## src/rtl/core/lpa_pkg.sv

```systemverilog
// Package for the LIFO page allocator: status codes and default pool sizes.
// No dependencies; imported by lifo_page_allocator and the testbench.
package lpa_pkg;

  localparam int unsigned DefNumFiles    = 4;
  localparam int unsigned DefPagesPerFile = 16;

  localparam int unsigned StatusW = 2;

  typedef enum logic [StatusW-1:0] {
    StOk       = 2'd0,
    StEmpty    = 2'd1,
    StNotAlloc = 2'd2
  } status_e;

endpackage

```

## src/rtl/core/lifo_page_allocator.sv

```systemverilog
// LIFO page allocator top level: free stack and allocated list in two RAMs.
// Depends on lpa_pkg (status codes, default pool sizes).
//
// Usage: drive mode_i, file_index_i, page_index_i with start high; the
// command beat is taken at a clock edge where start is high and busy is low.
// mode_i = 0 allocates the page on top of the free stack (the page freed
// last, or the next never-used page in file-major order); mode_i = 1 frees
// the named page. Exactly one result beat follows each command: done_o is
// high for one cycle with status_o, out_file_index_o and out_page_index_o.
// The receiver cannot stall; a result is shown only in that one cycle.
//
// An allocate that takes a never-used page answers in the cycle after the
// command; one that takes a recycled page first reads the free-stack RAM in
// StPop, then answers. A free walks the allocated list one entry per cycle
// through the single read port of the list RAM, searching and closing the
// gap in the same pass, over up to NUM_FILES*PAGES_PER_FILE entries. One
// command at a time.
//
// Reset: all pages free, none allocated. No clearing pass: a watermark marks
// how deep the free stack has ever been popped; pops that reach it hand out
// fresh pages from a counter instead of reading the RAM.
module lifo_page_allocator
  import lpa_pkg::*;
#(
  parameter int unsigned NUM_FILES      = DefNumFiles,
  parameter int unsigned PAGES_PER_FILE = DefPagesPerFile,
  localparam int unsigned FileW = (NUM_FILES > 1) ? $clog2(NUM_FILES) : 1,
  localparam int unsigned PageW = (PAGES_PER_FILE > 1) ? $clog2(PAGES_PER_FILE) : 1
) (
  input  logic               clk_i,
  input  logic               rst_ni,
  input  logic               start,
  output logic               busy,
  input  logic               mode_i,
  input  logic [FileW-1:0]   file_index_i,
  input  logic [PageW-1:0]   page_index_i,
  output logic               done_o,
  output logic [StatusW-1:0] status_o,
  output logic [FileW-1:0]   out_file_index_o,
  output logic [PageW-1:0]   out_page_index_o
);

  localparam int unsigned TotalPages = NUM_FILES * PAGES_PER_FILE;
  localparam int unsigned AddrW = (TotalPages > 1) ? $clog2(TotalPages) : 1;
  localparam int unsigned CntW  = $clog2(TotalPages + 1);
  localparam int unsigned RefW  = FileW + PageW;

  typedef enum logic [1:0] {
    StIdle,
    StPop,
    StScan
  } state_e;

  // Page reference as stored in both RAMs: {file, page}.
  typedef logic [RefW-1:0] page_ref_t;

  state_e                state_q, state_d;
  logic [CntW-1:0]       free_cnt_q, free_cnt_d;
  logic [CntW-1:0]       alloc_cnt_q, alloc_cnt_d;
  logic [CntW-1:0]       wmark_q, wmark_d;
  logic [FileW-1:0]      fresh_file_q, fresh_file_d;
  logic [PageW-1:0]      fresh_page_q, fresh_page_d;
  page_ref_t             req_q, req_d;
  logic [CntW-1:0]       rd_idx_q, rd_idx_d;
  logic                  rvld_q, rvld_d;
  logic [AddrW-1:0]      ridx_q, ridx_d;
  logic                  found_q, found_d;
  logic                  done_q, done_d;
  status_e               status_q, status_d;
  page_ref_t             out_ref_q, out_ref_d;

  // Free-stack RAM
  page_ref_t             fs_mem [TotalPages];
  page_ref_t             fs_rdata_q;
  logic                  fs_we, fs_re;
  logic [AddrW-1:0]      fs_waddr, fs_raddr;
  page_ref_t             fs_wdata;

  // Allocated-list RAM
  page_ref_t             al_mem [TotalPages];
  page_ref_t             al_rdata_q;
  logic                  al_we, al_re;
  logic [AddrW-1:0]      al_waddr, al_raddr;
  page_ref_t             al_wdata;

  logic                  accept;
  logic                  hit;
  logic                  last_beat;
  logic [CntW-1:0]       free_dec, alloc_dec;

  assign busy   = (state_q != StIdle);
  assign accept = start && !busy;

  assign free_dec  = free_cnt_q - CntW'(1);
  assign alloc_dec = alloc_cnt_q - CntW'(1);
  assign hit       = (al_rdata_q == req_q);
  assign last_beat = (CntW'(ridx_q) == alloc_dec);

  always_comb begin
    state_d      = state_q;
    free_cnt_d   = free_cnt_q;
    alloc_cnt_d  = alloc_cnt_q;
    wmark_d      = wmark_q;
    fresh_file_d = fresh_file_q;
    fresh_page_d = fresh_page_q;
    req_d        = req_q;
    rd_idx_d     = rd_idx_q;
    rvld_d       = 1'b0;
    ridx_d       = ridx_q;
    found_d      = found_q;
    done_d       = 1'b0;
    status_d     = status_q;
    out_ref_d    = out_ref_q;

    fs_we    = 1'b0;
    fs_waddr = free_cnt_q[AddrW-1:0];
    fs_wdata = req_q;
    fs_re    = 1'b0;
    fs_raddr = free_dec[AddrW-1:0];
    al_we    = 1'b0;
    al_waddr = alloc_cnt_q[AddrW-1:0];
    al_wdata = fs_rdata_q;
    al_re    = 1'b0;
    al_raddr = rd_idx_q[AddrW-1:0];

    unique case (state_q)
      StIdle: begin
        if (accept) begin
          if (!mode_i) begin
            if (free_cnt_q == '0) begin
              done_d    = 1'b1;
              status_d  = StEmpty;
              out_ref_d = '0;
            end else if (free_cnt_q == wmark_q) begin
              // Top of stack never written: hand out the next fresh page.
              al_we       = 1'b1;
              al_wdata    = {fresh_file_q, fresh_page_q};
              done_d      = 1'b1;
              status_d    = StOk;
              out_ref_d   = {fresh_file_q, fresh_page_q};
              free_cnt_d  = free_dec;
              alloc_cnt_d = alloc_cnt_q + CntW'(1);
              wmark_d     = wmark_q - CntW'(1);
              if (fresh_page_q == PageW'(PAGES_PER_FILE - 1)) begin
                fresh_page_d = '0;
                fresh_file_d = fresh_file_q + FileW'(1);
              end else begin
                fresh_page_d = fresh_page_q + PageW'(1);
              end
            end else begin
              fs_re   = 1'b1;
              state_d = StPop;
            end
          end else begin
            req_d = {file_index_i, page_index_i};
            if (alloc_cnt_q == '0) begin
              done_d    = 1'b1;
              status_d  = StNotAlloc;
              out_ref_d = {file_index_i, page_index_i};
            end else begin
              // Start the walk at entry 0.
              al_re    = 1'b1;
              al_raddr = '0;
              rvld_d   = 1'b1;
              ridx_d   = '0;
              rd_idx_d = CntW'(1);
              found_d  = 1'b0;
              state_d  = StScan;
            end
          end
        end
      end

      StPop: begin
        al_we       = 1'b1;
        al_wdata    = fs_rdata_q;
        done_d      = 1'b1;
        status_d    = StOk;
        out_ref_d   = fs_rdata_q;
        free_cnt_d  = free_dec;
        alloc_cnt_d = alloc_cnt_q + CntW'(1);
        state_d     = StIdle;
      end

      StScan: begin
        // Keep one read in flight ahead of the compare.
        if (rd_idx_q < alloc_cnt_q) begin
          al_re    = 1'b1;
          rvld_d   = 1'b1;
          ridx_d   = rd_idx_q[AddrW-1:0];
          rd_idx_d = rd_idx_q + CntW'(1);
        end
        if (rvld_q) begin
          // Entries past the hit move down by one.
          if (found_q) begin
            al_we    = 1'b1;
            al_waddr = ridx_q - AddrW'(1);
            al_wdata = al_rdata_q;
          end
          found_d = found_q || hit;
          if (last_beat) begin
            done_d    = 1'b1;
            out_ref_d = req_q;
            state_d   = StIdle;
            if (found_q || hit) begin
              status_d    = StOk;
              alloc_cnt_d = alloc_dec;
              free_cnt_d  = free_cnt_q + CntW'(1);
              fs_we       = 1'b1;
              fs_wdata    = req_q;
            end else begin
              status_d = StNotAlloc;
            end
          end
        end
      end

      default: begin
        state_d = StIdle;
      end
    endcase
  end

  always_ff @(posedge clk_i or negedge rst_ni) begin
    if (!rst_ni) begin
      state_q      <= StIdle;
      free_cnt_q   <= CntW'(TotalPages);
      alloc_cnt_q  <= '0;
      wmark_q      <= CntW'(TotalPages);
      fresh_file_q <= '0;
      fresh_page_q <= '0;
      rd_idx_q     <= '0;
      rvld_q       <= 1'b0;
      found_q      <= 1'b0;
      done_q       <= 1'b0;
    end else begin
      state_q      <= state_d;
      free_cnt_q   <= free_cnt_d;
      alloc_cnt_q  <= alloc_cnt_d;
      wmark_q      <= wmark_d;
      fresh_file_q <= fresh_file_d;
      fresh_page_q <= fresh_page_d;
      rd_idx_q     <= rd_idx_d;
      rvld_q       <= rvld_d;
      found_q      <= found_d;
      done_q       <= done_d;
    end
  end

  // Payload registers: no reset needed.
  always_ff @(posedge clk_i) begin
    req_q     <= req_d;
    ridx_q    <= ridx_d;
    status_q  <= status_d;
    out_ref_q <= out_ref_d;
  end

  always_ff @(posedge clk_i) begin
    if (fs_we) begin
      fs_mem[fs_waddr] <= fs_wdata;
    end
    if (fs_re) begin
      fs_rdata_q <= fs_mem[fs_raddr];
    end
  end

  always_ff @(posedge clk_i) begin
    if (al_we) begin
      al_mem[al_waddr] <= al_wdata;
    end
    if (al_re) begin
      al_rdata_q <= al_mem[al_raddr];
    end
  end

  assign done_o           = done_q;
  assign status_o         = status_q;
  assign out_file_index_o = out_ref_q[RefW-1:PageW];
  assign out_page_index_o = out_ref_q[PageW-1:0];

  // Every page is either free or allocated.
  a_pool_conserved: assert property (@(posedge clk_i) disable iff (!rst_ni)
    (CntW+1)'(free_cnt_q) + (CntW+1)'(alloc_cnt_q) == (CntW+1)'(TotalPages))
    else $error("free and allocated counts do not cover the pool");

  // Fresh-page watermark never rises above the stack depth.
  a_wmark_below_free: assert property (@(posedge clk_i) disable iff (!rst_ni)
    wmark_q <= free_cnt_q)
    else $error("watermark above free count");

  // A list walk only runs over a non-empty list.
  a_scan_nonempty: assert property (@(posedge clk_i) disable iff (!rst_ni)
    (state_q == StScan) |-> (alloc_cnt_q != '0))
    else $error("walk over an empty allocated list");

  // Out of pages only when the free stack is really empty.
  a_empty_status: assert property (@(posedge clk_i) disable iff (!rst_ni)
    (done_o && status_o == StEmpty) |-> (free_cnt_q == '0))
    else $error("empty reported with free pages left");

  // An allocate through the free-stack RAM grows the allocated list by one.
  a_pop_moves: assert property (@(posedge clk_i) disable iff (!rst_ni)
    (state_q == StPop) |=> (alloc_cnt_q == $past(alloc_cnt_q) + CntW'(1)))
    else $error("pop did not grow the allocated list");

endmodule

```

## config.mk

```make
export PLATFORM = sky130hd
export DESIGN_NAME = lifo_page_allocator
export DESIGN_NICKNAME = d
export VERILOG_FILES = /design/src/rtl/core/lpa_pkg.sv /design/src/rtl/core/lifo_page_allocator.sv
export SDC_FILE = /design/constraint.sdc
export NUM_CORES = 1
export LEC_CHECK = 0
export BUFFER_PORTS_ARGS = -buffer_cell sky130_fd_sc_hd__buf_4
export CORE_MARGIN = 5
export CORE_UTILIZATION = 35
export CTS_BUF_LIST = sky130_fd_sc_hd__clkbuf_8
export CTS_CLUSTER_SIZE = 12
export DETAILED_ROUTE_END_ITERATION = 10
export SYNTH_ARGS = -nofsm -noshare
export SYNTH_HDL_FRONTEND = slang
export SYNTH_SLANG_ARGS = --single-unit
```

## constraint.sdc

```tcl
create_clock -name clk_i -period 9.93 [get_ports clk_i]
set_input_delay 0.4965 -clock clk_i [delete_from_list [all_inputs] [get_ports clk_i]]
set_output_delay 0.4965 -clock clk_i [all_outputs]
set_load 0.01 [all_outputs]
```

==> flow_summary_export.csv <==
group,metric,value,unit
run_status,status,"finished, violations left",
run_status,violations,"max-capacitance violations, max-slew violations",
grt,grt_pass1_vias,19520,
die,dieArea,105500,um2
synthesis,synth_top_area_share,69.25,%
drt,dr.pass1.iters,5,
synthesis,synth_most_common_cell,"edfxtp_1",
drt,wl_met3,6203,um
placed_design,gp_congestion,0.8687,
die,initial_core_util,35.25,%
synthesis,synth.distinct_cells,73,
setup_path,worstSetupEndpointType,"flip-flop",
sta,fmax,209.3,MHz
layout,fillCellCount,8981,
layout,nets,2116,
setup_path,required,10.40,ns
layout,synthToLayoutAreaGrowth,11.90,%
clock_network,cts_root_buffer,"clkbuf_8",
clock_network,cts.clk_slew.worst_paths,0.07,ns
worst_hold_path,hp-start,"mode_i",
sta,slew_violations,8,
setup_path,cpMaxStageDelayCell,"dfrtp_4",
drt,drt-met1-wl,35690,um
synthesis,synth_warnings,0,
sta,timing.final.crit_share,48.12,%
die,die_w,324.8,um
sta,hold_viol,0,
synthesis,synth-seq-area-share,72.07,%
synthesis,synth_fp_nets,2039,
grt,grt_pass1_wl,128500,um
synthesis,synth_common_cells,"edfxtp_1, nor2_1, mux4_2",
layout,regArea,25010,um2
layout,antenna_cells,0,
layout,multi_input_area,9220,um2
clock_network,cts_buffer_depth,3,
sta,fin_worst_skew,0.03818,ns
pwr,report.power.total,0.01161,W
placed_design,numPortBuffers,19,
setup_path,worst-path-buf-inv,2,
setup_path,worst_path_largest_cell_delay,0.81,ns
setup_path,cp_top_family,"buffers and inverters",
setup_path,ff2ff_path_depth,8,
synthesis,synth_cells,2010,
drt,wirelength,85700,um
die,die_h,324.8,um
sta,worst_slew_pin_slew,1.542,ns
synthesis,mappedNetlistArea,34690,um2
clock_network,clock-sinks,839,
setup_path,r2r_end,"fs_rdata_q[2]$_DFFE_PP_",
drt,met2_length,40780,um
sta,min_period,4.778,ns
sta,tns,0,ns
setup_path,r2r_setup_slack,5.15,ns
worst_hold_path,holdPathEnd,"status_o[0]$_DFFE_PP_",
sta,setup_violations,0,
synthesis,synth_ff_type,"edfxtp_1",
synthesis,yosys.area.top_type,"edfxtp_1",
drt,via_count,19040,
setup_path,worst-path-max-fanout,45,
pwr,peakVddDrop,0.2177,mV
synthesis,ys_top_cells_by_area,"edfxtp_1, mux4_2, dfrtp_1, mux2i_1, nor2_1",
grt,grt-ovfl-total,0,
setup_path,r2r_start,"free_cnt_q[0]$_DFFE_PN0P_",
drt,viasPerCell,5.480,
synthesis,avgSynthCellArea,17.26,um2
synthesis,async_flop_share,4.648,%
die,rows,115,
job,cap_violations,1,
sta,grt_setup_unrepaired,"false",
placed_design,dpl.hpwl,52400,um
grt,grt_start_max_net_pins,67,
layout,drive_above_1_share,19.75,%
setup_path,arrival,5.25,ns
worst_hold_path,holdPathStages,2,
die,io_pins,20,
synthesis,ys_ff_latch,839,
setup_path,startpoint_type,"flip-flop",
drt,drt_drc_violations_left,0,
pwr,p_leak,12.50,nW
worst_hold_path,hp-class,"input pin to flip-flop",
drt,ant_nets,0,
clock_network,numCtsBuffers,130,
pwr,power.density,299.0,nW/um2
clock_network,insertion_delay,0.79,ns
clock_network,cts_tree,"built",
grt,grt_use_total,16.02,%
drt,dr.first_iter.drc_count,2058,
drt,highest_layer,"met4",
drt,wl_per_cell,24.67,um
grt,antenna_found_initial,0,
sta,slew_headroom,-3.906,%
die,core,98420,um2
setup_path,cp_cell_sequence,"buf_4, or3_1, xor2_2, buf_4, mux4_2, nor2b_1, a211oi_1, a21oi_1",
setup_path,crit_type,"flip-flop to flip-flop",
setup_path,crit_path_frequent_cell,"buf_4",
clock_network,cts_max_level,4,
synthesis,synth_edf_count,800,
registers in the layout (all words and copies together) (netlist names):
name / cells
al_mem: 384
al_rdata_q: 6
alloc_cnt_q: 7
done_o: 1
found_q: 1
free_cnt_q: 7
fresh_file_q: 2
fresh_page_q: 4
fs_mem: 384
fs_rdata_q: 6
out_ref_q: 6
rd_idx_q: 7
req_q: 6
ridx_q: 6
rvld_q: 1
state_q: 2
status_o: 2
wmark_q: 7
area by class of cell:
cell class	instances	share of cell area, %
flip-flops and latches	839	64.43
clock buffers	136	4.822
multi-input cells	1027	23.75
inverters	30	0.2901
repair buffers	59	1.186
clock inverters	96	1.370
well taps	1287	4.148
how the worst max path moves through the flow:
| stage | from | end | slack, ns | depth (start not counted) |
|---|---|---|---|---|
| after floorplan | free_cnt_q[0]$_DFFE_PN0P_ | al_mem[0][4]$_DFFE_PP_ | 3.72 | 11 |
| after global placement | free_cnt_q[0]$_DFFE_PN0P_ | fs_rdata_q[2]$_DFFE_PP_ | 5.20 | 8 |
| after detailed placement | free_cnt_q[0]$_DFFE_PN0P_ | fs_rdata_q[2]$_DFFE_PP_ | 5.15 | 8 |
| after CTS | free_cnt_q[0]$_DFFE_PN0P_ | fs_rdata_q[2]$_DFFE_PP_ | 5.14 | 8 |
| after global routing | free_cnt_q[0]$_DFFE_PN0P_ | fs_rdata_q[2]$_DFFE_PP_ | 4.93 | 8 |
| final | free_cnt_q[0]$_DFFE_PN0P_ | fs_rdata_q[2]$_DFFE_PP_ | 5.15 | 8 |
per-stage QoR:
| step | std cells | cell area [um2] | utilization [%] | hold slack [ns] | worst slack (ns) |
|---|---|---|---|---|---|
| 2_1_floorplan | 2010 | 34690 | - | 0.2009 | 3.725 |
| 4_1_cts | 3474 | 38820 | 39.44 | 0.04031 | 5.138 |
| 3_3_place_gp | 3235 | 36350 | 36.93 | 0.4916 | 5.202 |
| 5_1_grt | 3474 | 38820 | 39.44 | 0.06990 | 4.926 |
| 3_5_place_dp | 3235 | 36350 | 36.93 | 0.4897 | 5.154 |
| 6_report | 3474 | 38820 | 39.44 | 0.1090 | 5.152 |
repair_timing:
action	in CTS	in global routing
buffers inserted	0	0
hold buffers	7	0
hold endpoints to repair	43	0
resized for setup	0	0
report_power, final:
group | internal (W) | switching [W]
logic | 0.00156 | 0.00253
registers | 0.00452 | 0.000270
clock network | 0.00138 | 0.00135
total | 0.00746 | 0.00415
layout by cell type, fill, tap and decap left out, types with 13 or more instances in the layout:
master,netlist,final
edfxtp_1,800,800
inv_1,29,72
or3_1,13,13
nand2_1,81,81
clkbuf_8,0,136
nor3_1,23,23
a21oi_1,60,60
buf_4,4,52
xnor2_1,30,28
nor2b_1,13,13
nand3_1,33,33
o21ai_0,52,51
mux2_2,28,28
clkinv_1,1,26
a211oi_1,27,27
ha_1,19,18
nor2_1,193,192
xor2_1,22,20
mux2i_1,74,74
dfrtp_1,37,34
o221ai_1,19,15
clkinv_2,0,13
mux4_2,153,153
worst reg2reg max path: cells and delay by family (launching register included):
family,cells,cell delay [ns]
flip-flops,1,0.81
multiplexers,1,0.39
AND/OR/NAND/NOR,2,0.96
AO/OA/AOI/OAI,2,0.90
buffers and inverters,2,1.23
XOR/XNOR,1,0.16
cell families (layout without fill, tap and decap cells):
| logic type | count (synthesis) | after routing | share of synthesized area, % |
|---|---|---|---|
| flops | 839 | 839 | 72.07 |
| simple gates | 422 | 422 | 5.579 |
| xor+xnor | 52 | 52 | 1.313 |
| fa+ha+maj | 19 | 19 | 0.6853 |
| mux | 257 | 257 | 13.06 |
| compound gates | 277 | 277 | 5.500 |
| buf+inv | 144 | 321 | 1.792 |
routing by layer:
layer,vias up,track usage [%]
li1,8208,-
met1,9793,21.65
met2,854,25.43
met3,183,3.488
met4,0,6.363
met5,-,0
Note: power is estimated with default switching activity, not from simulation.
